$ cat src/hw/rtl/srhc_pkg.sv
// Shared types, codes and constants of the stepper ramp and homing controller.
package srhc_pkg;

    localparam int POSITION_BITS_DEF = 32;
    localparam int TIME_BITS_DEF     = 32;

    localparam logic [2:0] MODE_TICK   = 3'd0;
    localparam logic [2:0] MODE_ENABLE = 3'd1;
    localparam logic [2:0] MODE_STOP   = 3'd2;
    localparam logic [2:0] MODE_HOME   = 3'd3;
    localparam logic [2:0] MODE_JOG    = 3'd4;
    localparam logic [2:0] MODE_REL    = 3'd5;
    localparam logic [2:0] MODE_GOTO   = 3'd6;

    localparam logic [2:0] ST_NONE     = 3'd0;
    localparam logic [2:0] ST_REJECTED = 3'd1;
    localparam logic [2:0] ST_HOMED    = 3'd2;
    localparam logic [2:0] ST_ENDSTOP  = 3'd3;
    localparam logic [2:0] ST_GOAL     = 3'd4;
    localparam logic [2:0] ST_BACKOFF  = 3'd5;

    localparam logic [1:0] PH_IDLE    = 2'd0;
    localparam logic [1:0] PH_SEEK    = 2'd1;
    localparam logic [1:0] PH_BACKOFF = 2'd2;

    localparam logic [1:0] REG_START  = 2'd0;
    localparam logic [1:0] REG_CRUISE = 2'd1;
    localparam logic [1:0] REG_DELTA  = 2'd2;

    localparam logic [15:0] START_RST  = 16'd64;
    localparam logic [15:0] CRUISE_RST = 16'd16;
    localparam logic [15:0] DELTA_RST  = 16'd2;
    localparam logic [15:0] BACKOFF_US = 16'd4000;
    localparam logic [15:0] FLOOR_US   = 16'd15;
    localparam logic [16:0] WINDOW_EXTRA = 17'd2;

    typedef enum logic [2:0] {
        S_IDLE,
        S_EXEC,
        S_DIV,
        S_STEP,
        S_DONE
    } t_state;

endpackage

$ cat src/hw/rtl/stepper_ramp_homing_controller_unit.sv
// Top level of the stepper ramp and homing controller.
//
//  channel  | direction | handshake          | contents
//  ---------+-----------+--------------------+----------------------------------
//  s        | in        | tvalid / tready    | tuser mode, tdata argument, endstop
//  m        | out       | tvalid / tready    | tdata step result and state
//  cfg      | in        | write enable       | index, 16-bit register value
//
// A command word, or a tick word with no step due, passes S_EXEC and S_DONE to the output
// register; the input is ready again in the cycle after the result is loaded. A tick word
// with a step due also passes S_DIV, where the divider forms the deceleration window, and
// S_STEP. Synchronous active-low reset restores the control, motion and ramp registers; the
// captured word, result fields and output data are not reset. A result waiting on i_m_tready
// does not stop the next word being accepted; the result after it holds until the output register drains.
module stepper_ramp_homing_controller_unit #(
    parameter int POSITION_BITS = srhc_pkg::POSITION_BITS_DEF,
    parameter int TIME_BITS     = srhc_pkg::TIME_BITS_DEF
) (
    input  logic        i_clk,
    input  logic        i_rst_n,
    input  logic        i_s_tvalid,
    output logic        o_s_tready,
    input  logic [39:0] i_s_tdata,  // argument[31:0], endstop_level[32], zero pad
    input  logic [2:0]  i_s_tuser,  // mode[2:0]
    output logic        o_m_tvalid,
    input  logic        i_m_tready,
    output logic [79:0] o_m_tdata,  // step_pulse, step_direction, status[3], is_enabled,
                                    // is_moving, is_homed, position_now[32], goal_now[32],
                                    // direction_now[2], zero pad
    input  logic        i_cfg_we,
    input  logic [1:0]  i_cfg_index,
    input  logic [15:0] i_cfg_data
);

    localparam int P = POSITION_BITS;
    localparam int T = TIME_BITS;
    localparam logic [16:0] WINDOW_EXTRA = srhc_pkg::WINDOW_EXTRA;

    srhc_pkg::t_state r_state, n_state;

    logic [15:0] r_start, r_cruise, r_delta;
    logic        r_en, n_en;
    logic        r_mov, n_mov;
    logic        r_homed, n_homed;
    logic [1:0]  r_phase, n_phase;
    logic [P-1:0] r_pos, n_pos;
    logic [P-1:0] r_goal, n_goal;
    logic signed [1:0] r_vel, n_vel;
    logic [T-1:0] r_nst, n_nst;
    logic [15:0] r_int, n_int;
    logic [T-1:0] r_time, n_time;
    logic [2:0]  r_mode;
    logic [31:0] r_arg;
    logic        r_es;
    logic        r_pulse, n_pulse;
    logic        r_dir, n_dir;
    logic [2:0]  r_status, n_status;
    logic        r_ov;
    logic [79:0] r_od;

    logic        div_start;
    logic        div_done;
    logic [15:0] div_quot;
    logic [15:0] window;
    logic        due;
    logic        load_out;

    logic [P-1:0] goal_lo, goal_hi, arg_p, pos_step;
    logic        cont;
    logic [T-1:0] t1, tdiff;
    logic signed [P:0] sd;
    logic [P:0]  span;
    logic [16:0] win17, sum17;
    logic [15:0] ramp;
    logic signed [1:0] lvel;
    logic [P-1:0] lgoal;
    logic        do_launch;

    assign goal_lo = {1'b1, {(P-1){1'b0}}};
    assign goal_hi = ~goal_lo;
    assign cont    = (r_goal == goal_lo) || (r_goal == goal_hi);
    assign arg_p   = r_arg[P-1:0];
    assign t1      = r_time + T'(1);
    assign tdiff   = t1 - r_nst;
    assign window  = (r_start > r_cruise) ? (r_start - r_cruise) : 16'd0;
    assign sd      = $signed({r_goal[P-1], r_goal}) - $signed({r_pos[P-1], r_pos});
    assign span    = sd[P] ? (P+1)'(-sd) : (P+1)'(sd);
    assign win17   = {1'b0, div_quot} + WINDOW_EXTRA;
    assign sum17   = {1'b0, r_int} + {1'b0, r_delta};
    assign pos_step = r_pos + P'(r_vel);
    assign load_out = (r_state == srhc_pkg::S_DONE) && (!r_ov || i_m_tready);

    srhc_div u_div (
        .i_clk   (i_clk),
        .i_rst_n (i_rst_n),
        .i_start (div_start),
        .i_num   (window),
        .i_den   (r_delta),
        .o_done  (div_done),
        .o_quot  (div_quot)
    );

    always_comb begin
        n_state = r_state;
        unique case (r_state)
            srhc_pkg::S_IDLE: if (i_s_tvalid) n_state = srhc_pkg::S_EXEC;
            srhc_pkg::S_EXEC: n_state = due ? srhc_pkg::S_DIV : srhc_pkg::S_DONE;
            srhc_pkg::S_DIV:  if (div_done) n_state = srhc_pkg::S_STEP;
            srhc_pkg::S_STEP: n_state = srhc_pkg::S_DONE;
            srhc_pkg::S_DONE: if (load_out) n_state = srhc_pkg::S_IDLE;
            default:          n_state = srhc_pkg::S_IDLE;
        endcase
    end

    always_comb begin
        n_en = r_en; n_mov = r_mov; n_homed = r_homed; n_phase = r_phase;
        n_pos = r_pos; n_goal = r_goal; n_vel = r_vel; n_nst = r_nst;
        n_int = r_int; n_time = r_time;
        n_pulse = r_pulse; n_dir = r_dir; n_status = r_status;
        due = 1'b0;
        div_start = 1'b0;
        do_launch = 1'b0;
        lvel = 2'sd0;
        lgoal = r_goal;
        ramp = r_int;
        if (r_state == srhc_pkg::S_EXEC) begin
            n_pulse = 1'b0;
            n_dir = 1'b0;
            n_status = srhc_pkg::ST_NONE;
            case (r_mode) inside
                srhc_pkg::MODE_TICK: begin
                    n_time = t1;
                    if (r_mov && r_en) begin
                        if (r_phase == srhc_pkg::PH_BACKOFF && !r_es) begin
                            n_mov = 1'b0; n_vel = 2'sd0; n_nst = '0;
                            n_pos = '0; n_goal = '0; n_homed = 1'b1;
                            n_phase = srhc_pkg::PH_IDLE;
                            n_status = srhc_pkg::ST_HOMED;
                        end else if (r_phase != srhc_pkg::PH_BACKOFF && r_es && r_vel < 0) begin
                            if (r_phase == srhc_pkg::PH_SEEK && r_goal == goal_lo) begin
                                n_vel = 2'sd1; n_goal = goal_hi;
                                n_int = srhc_pkg::BACKOFF_US; n_nst = t1;
                                n_phase = srhc_pkg::PH_BACKOFF;
                                n_status = srhc_pkg::ST_BACKOFF;
                            end else begin
                                n_mov = 1'b0; n_vel = 2'sd0; n_nst = '0;
                                n_goal = r_pos; n_phase = srhc_pkg::PH_IDLE;
                                n_status = srhc_pkg::ST_ENDSTOP;
                            end
                        end else if (!tdiff[T-1]) begin
                            if (r_pos == r_goal) begin
                                n_mov = 1'b0; n_vel = 2'sd0; n_nst = '0;
                                n_status = srhc_pkg::ST_GOAL;
                            end else begin
                                due = 1'b1;
                                div_start = 1'b1;
                            end
                        end
                    end
                end
                srhc_pkg::MODE_ENABLE: begin
                    n_en = (r_arg != 32'd0);
                    if (r_arg == 32'd0) begin
                        n_mov = 1'b0; n_vel = 2'sd0; n_nst = '0;
                        n_goal = r_pos; n_phase = srhc_pkg::PH_IDLE;
                    end
                end
                srhc_pkg::MODE_STOP: begin
                    n_mov = 1'b0; n_vel = 2'sd0; n_nst = '0;
                    n_goal = r_pos; n_phase = srhc_pkg::PH_IDLE;
                end
                srhc_pkg::MODE_HOME, srhc_pkg::MODE_JOG,
                srhc_pkg::MODE_REL, srhc_pkg::MODE_GOTO: begin
                    if (!r_en) begin
                        n_status = srhc_pkg::ST_REJECTED;
                    end else begin
                        do_launch = 1'b1;
                        n_phase = srhc_pkg::PH_IDLE;
                        if (r_mode == srhc_pkg::MODE_HOME) begin
                            n_homed = 1'b0;
                            n_phase = srhc_pkg::PH_SEEK;
                            lvel = -2'sd1;
                            lgoal = goal_lo;
                        end else if (r_mode == srhc_pkg::MODE_JOG) begin
                            lvel = r_arg[31] ? -2'sd1 : 2'sd1;
                            lgoal = r_arg[31] ? goal_lo : goal_hi;
                        end else if (r_mode == srhc_pkg::MODE_REL) begin
                            lvel = (r_arg == 32'd0) ? 2'sd0 : (r_arg[31] ? -2'sd1 : 2'sd1);
                            lgoal = r_pos + P'(r_arg);
                        end else begin
                            lvel = (arg_p == r_pos) ? 2'sd0 :
                                   (($signed(arg_p) > $signed(r_pos)) ? 2'sd1 : -2'sd1);
                            lgoal = arg_p;
                        end
                    end
                end
                default: n_status = srhc_pkg::ST_NONE;
            endcase
            if (do_launch) begin
                n_vel = lvel;
                n_goal = lgoal;
                if (lvel != 2'sd0) begin
                    n_mov = 1'b1; n_int = r_start; n_nst = r_time;
                end else begin
                    n_mov = 1'b0; n_nst = '0;
                end
            end
        end else if (r_state == srhc_pkg::S_STEP) begin
            if (!cont && span <= (P+1)'(win17)) begin
                if (r_int < r_start)
                    ramp = (sum17 > {1'b0, r_start}) ? r_start : sum17[15:0];
            end else if (r_int > r_cruise) begin
                ramp = ((r_int - r_cruise) > r_delta) ? (r_int - r_delta) : r_cruise;
            end
            if (ramp < srhc_pkg::FLOOR_US)
                ramp = srhc_pkg::FLOOR_US;
            n_int = ramp;
            n_pos = pos_step;
            n_pulse = 1'b1;
            n_nst = r_time + T'(ramp);
            n_dir = (r_vel >= 0);
            if (!cont && pos_step == r_goal) begin
                n_mov = 1'b0; n_vel = 2'sd0; n_nst = '0;
                n_status = srhc_pkg::ST_GOAL;
                n_dir = 1'b1;
            end
        end
    end

    always_ff @(posedge i_clk) begin
        if (!i_rst_n) begin
            r_state <= srhc_pkg::S_IDLE;
            r_start <= srhc_pkg::START_RST;
            r_cruise <= srhc_pkg::CRUISE_RST;
            r_delta <= srhc_pkg::DELTA_RST;
            r_en <= 1'b0; r_mov <= 1'b0; r_homed <= 1'b0;
            r_phase <= srhc_pkg::PH_IDLE;
            r_pos <= '0; r_goal <= '0; r_vel <= 2'sd0;
            r_nst <= '0; r_int <= '0; r_time <= '0;
            r_ov <= 1'b0;
        end else begin
            r_state <= n_state;
            if (i_cfg_we) begin
                unique case (i_cfg_index)
                    srhc_pkg::REG_START:  r_start <= i_cfg_data;
                    srhc_pkg::REG_CRUISE: r_cruise <= i_cfg_data;
                    srhc_pkg::REG_DELTA:  r_delta <= i_cfg_data;
                    default: ;
                endcase
            end
            r_en <= n_en; r_mov <= n_mov; r_homed <= n_homed; r_phase <= n_phase;
            r_pos <= n_pos; r_goal <= n_goal; r_vel <= n_vel;
            r_nst <= n_nst; r_int <= n_int; r_time <= n_time;
            if (load_out)
                r_ov <= 1'b1;
            else if (i_m_tready)
                r_ov <= 1'b0;
        end
    end

    always_ff @(posedge i_clk) begin
        if (r_state == srhc_pkg::S_IDLE && i_s_tvalid) begin
            r_mode <= i_s_tuser;
            r_arg  <= i_s_tdata[31:0];
            r_es   <= i_s_tdata[32];
        end
        r_pulse <= n_pulse;
        r_dir <= n_dir;
        r_status <= n_status;
        if (load_out)
            r_od <= {6'd0, r_vel, 32'($signed(r_goal)), 32'($signed(r_pos)),
                     r_homed, r_mov, r_en, r_status, r_dir, r_pulse};
    end

    assign o_s_tready = (r_state == srhc_pkg::S_IDLE);
    assign o_m_tvalid = r_ov;
    assign o_m_tdata  = r_od;

endmodule

$ cat src/hw/rtl/srhc_div.sv
// Restoring 16-bit divider, one quotient bit per cycle; zero divisor returns the dividend.
module srhc_div (
    input  logic        i_clk,
    input  logic        i_rst_n,
    input  logic        i_start,
    input  logic [15:0] i_num,
    input  logic [15:0] i_den,
    output logic        o_done,
    output logic [15:0] o_quot
);

    logic        r_busy;
    logic        r_done;
    logic [3:0]  r_cnt;
    logic [16:0] r_rem;
    logic [15:0] r_q;
    logic [15:0] r_num;
    logic [15:0] r_den;

    logic [16:0] shifted;
    logic [16:0] n_rem;
    logic        qbit;

    always_comb begin
        shifted = {r_rem[15:0], r_q[15]};
        if (shifted >= {1'b0, r_den}) begin
            n_rem = shifted - {1'b0, r_den};
            qbit  = 1'b1;
        end else begin
            n_rem = shifted;
            qbit  = 1'b0;
        end
    end

    always_ff @(posedge i_clk) begin
        if (!i_rst_n) begin
            r_busy <= 1'b0;
            r_done <= 1'b0;
            r_cnt  <= '0;
        end else begin
            r_done <= 1'b0;
            if (i_start) begin
                r_busy <= 1'b1;
                r_cnt  <= '0;
                r_rem  <= '0;
                r_q    <= i_num;
                r_num  <= i_num;
                r_den  <= i_den;
            end else if (r_busy) begin
                r_rem <= n_rem;
                r_q   <= {r_q[14:0], qbit};
                r_cnt <= r_cnt + 4'd1;
                if (r_cnt == 4'd15) begin
                    r_busy <= 1'b0;
                    r_done <= 1'b1;
                end
            end
        end
    end

    assign o_done = r_done;
    assign o_quot = (r_den == 16'd0) ? r_num : r_q;

endmodule

$ cat config.mk
export PLATFORM = sky130hd
export DESIGN_NAME = stepper_ramp_homing_controller_unit
export DESIGN_NICKNAME = d
export VERILOG_FILES = /design/src/hw/rtl/srhc_pkg.sv /design/src/hw/rtl/stepper_ramp_homing_controller_unit.sv /design/src/hw/rtl/srhc_div.sv
export SDC_FILE = /design/constraint.sdc
export NUM_CORES = 1
export LEC_CHECK = 0
export BUFFER_PORTS_ARGS = -buffer_cell sky130_fd_sc_hd__buf_2
export CAP_MARGIN = 15
export CORE_AREA = 2 2 282 284
export CTS_CLUSTER_DIAMETER = 30
export CTS_CLUSTER_SIZE = 25
export DETAILED_ROUTE_END_ITERATION = 12
export DIE_AREA = 0 0 284 286
export PLACE_DENSITY = 0.54
export RECOVER_POWER = 100
export SYNTH_ARGS = -nofsm -noshare
export SYNTH_HDL_FRONTEND = slang
export SYNTH_HIERARCHICAL = 1
export SYNTH_SLANG_ARGS = --single-unit
$ cat constraint.sdc
create_clock -name i_clk -period 29.5 [get_ports i_clk]
set_input_delay 2.95 -clock i_clk [delete_from_list [all_inputs] [get_ports i_clk]]
set_output_delay 2.95 -clock i_clk [all_outputs]
set_load 0.02 [all_outputs]
==> impl_results.md <==
* Status: finished with violations
* Failing checks: capacitance limit, slew limit
* Clock-pin slew on the worst setup and hold paths at around 40 ps
* Hold Path Stages at 0
* Clock skew at 50.8 ps
* GRT Total Usage at approximately 23%
* Cell family with most CP delay: compound AO/OA/AOI/OAI gates
* Final-report hold violation count at 0
* Worst Path Max Fanout at 19
* First-pass GRT wire length at 148000 um
* Setup WS pre-CTS at ~17000 ps
* Num CTS Buffers at 102
* Leakage at 0.0144 uW
* Hold buffers post-CTS at 0
* Post-Layout Inst Area at 36100 sq um
* Sequential element share of the synthesized area at 30.7%
* CP max-delay cell: o21ai_0
* Cells after Synth at 3627
* Number of stages on the worst setup path at between 40 and 50
* Fin. max-slew vios at 437
* Input/output buffers at 134
* Net Switching at 632 uW
* Actual slew at the worst max-slew pin at 3560 ps
* Final HPWL from detailed placement at 70300 um
* Drt wl/cell at 19.5 um
* Most frequent cells after synthesis: ha_1, nand2_1, a21oi_1, o21ai_0, nor2_1
* Type of origin of the critical path: flip-flop
* Drt first-iter violations at 2025
* Sequential Power Share at 28.1%
* Clock root cell: clkbuf_16
* WL final at 95000 um
* CTS sink count at 388
* Vias at 27.4k
* Post-route ant nets at 0
* Worst path max stage delay at 1610 ps
* I/O pins at roughly 150
* Period utilization at 46.8%
* Fmax achieved at a little over 70 MHz
* Relative slew slack at -138%
* Die area at slightly above 80000 sq um
* Synth cell types at 109
* Sw Share at 29.9%
* Gr ovfl total at 0
* P&R area growth vs syn at 16.0%
* Worst EP required at 30000 ps
* H-tree levels at 3
* PnR worst setup slack at 15700 ps
* IR drop worst, VDD at about 0.042 mV
* Async S/R FF share, synth at 0%
* Vias per cell at 5.62
* Area post-placement at 32700 sq um
* Die Ht at 286 um
* Critical Path AT at between 10000 and 15000 ps
* Int Pwr at 1480 uW
* PostCTS Resize Cnt at 0
* Layout cell share with drive strength beyond 1 at a little under a tenth
* Yosys top cell by area: edfxtp_1
* Final TNS setup at 0 ps
* Clk pwr share at 53.1%
* Minimum clock period at approximately 14000 ps
* DR pass1 iterations at 9
* #FFs+latches synth at 388
* CP Class: reg -> reg
* Total Power at 2120 uW
* Largest net degree at the start of global routing at 86
* Residual DRC at 0
* WP buf/inv at 1
* CTS tree: built
* Post-synth EDFFs at 177
* Placer congestion estimate at 0.927
* Comb pwr share at 18.7%
* Most frequent CP cell: a21o_1
* Starting Density at 39.7%
* Setup violators final at 0
* Pwr Density at approximately 60 nW/um^2
* Synthesized cell area at 31100 sq um
* Max Cap Violations at 10
* Clock latency on the worst-skew pair at 670 ps
* RSZ-0062 raised after global routing: false
* Vias in the first global route at 26.0k
* Final nets at a little over 4k
* Setup bufs post-CTS at 0
* Largest cells by area after synthesis: edfxtp_1, dfxtp_1, ha_1
* ANT cells at 0
* Setup crit end kind: flip-flop
* Die width at 284 um
* Top-area cell type share of the netlist area at between 10% and 20%
* Core area at 78400 sq um
* Initial antenna violation count at 2
* Min-Delay Path Class: reg -> reg
* Rows at 103
* Clock Tree Buf Depth at 3
* Main flop type after synthesis: dfxtp_1
* Most instantiated library cell after synthesis: ha_1
* Synthesized area per cell at 8.57 sq um
* YS warnings at 6
* Worst r2r path cells at 42
==> state kept, by name, indices dropped and copies added, names as in the netlist, 32 cells and up <==
| name | flops |
|---|---|
| o_m_tdata | 74 |
| arg_p | 32 |
| r_goal | 32 |
| r_nst | 32 |
| r_pos | 32 |
| r_time | 32 |
==> path summary, 6_finish.rpt <==
kind | start | end | slack (ps)
hold reg to reg | r_dir$_SDFFE_PP0N_ | o_m_tdata[1]$_DFFE_PP_ | 430
setup / recovery | r_pos[8]$_SDFFE_PN0P_ | r_nst[27]$_SDFFE_PN0P_ | 15700
setup reg to reg | r_pos[8]$_SDFFE_PN0P_ | r_nst[27]$_SDFFE_PN0P_ | 15700
hold / removal | r_dir$_SDFFE_PP0N_ | o_m_tdata[1]$_DFFE_PP_ | 430
==> cells by family (layout without fill, tap and decap cells) <==
kind of cell / after synthesis / in the layout / share of synthesized area [%]
AO/OA/AOI/OAI: 1102 / 1102 / 23.6
AND/OR/NAND/NOR: 1074 / 1074 / 17.3
buffers and inverters: 399 / 583 / 5.04
flip-flops: 388 / 388 / 30.7
adder cells (fa/ha/maj): 329 / 329 / 13.5
XOR/XNOR: 265 / 265 / 7.47
multiplexers: 69 / 69 / 2.40
other: 1 / 6 / 0.0121
==> cells in the final DEF, fill, tap and decap left out, drive strengths merged, types with 12 or more instances in the layout <==
cell type,netlist,final
ha,320,320
nand2,300,300
o21ai,280,280
a21oi,270,270
inv,230,245
nor2,238,238
clkbuf,139,213
dfxtp,211,211
edfxtp,177,177
xnor2,175,175
xor2,90,90
a21o,84,84
a21boi,78,78
nor2b,73,73
nand4,66,66
nand3,66,66
buf,29,66
nor3,65,65
and2,54,54
mux2,44,44
o21a,44,44
nor4,43,43
nand2b,35,35
clkinv,1,35
and3,34,34
a22oi,34,34
o211ai,34,34
or3,34,34
o221ai,27,27
o21bai,26,26
a31oi,26,26
mux2i,25,25
a211oi,22,22
a222oi,21,21
o31ai,16,16
clkinvlp,0,14
or2,14,14
a2111oi,12,12
==> routing by layer <==
layer / part of all wire (%) / vias up / track usage, % / wire length [um]
met1: 47 / 13000 / 31.3 / 44900
met4: 2.8 / 2 / 7.37 / 2680
met3: 5.5 / 151 / 4.10 / 5200
met2: 44 / 708 / 36.1 / 42200
met5: 0.014 / - / 0 / 13
li1: - / 13500 / - / -
==> power groups by stage <==
| stage | Sequential [uW] | Combinational [uW] | Clock (uW) |
|---|---|---|---|
| after floorplan | 596 | 298 | 0 |
| after CTS | 594 | 397 | 1140 |
| after global routing | 596 | 443 | 1170 |
| after global placement | 604 | 393 | 0 |
| final | 595 | 397 | 1120 |
| after detailed placement | 604 | 394 | 0 |
==> stage by stage <==
stage / utilization [%] / hold WS [ps] / std cells
after global placement: 41.7 / 432 / 4670
final: 46.0 / 434 / 4866
after global routing: 46.0 / 463 / 4866
after detailed placement: 41.7 / 415 / 4670
after floorplan: - / 400 / 3632
after CTS: 46.2 / 442 / 4864
==> cell type report <==
cell class	count	area, sq um
multi-input cells	2845	20100
clock buffers	121	2710
repair buffers	158	736
clock inverters	73	841
well taps	1050	1310
flip-flops and latches	388	9540
inverters	231	867
fillers	7837	42300
No activity file was read; power rests on OpenSTA's default activity.
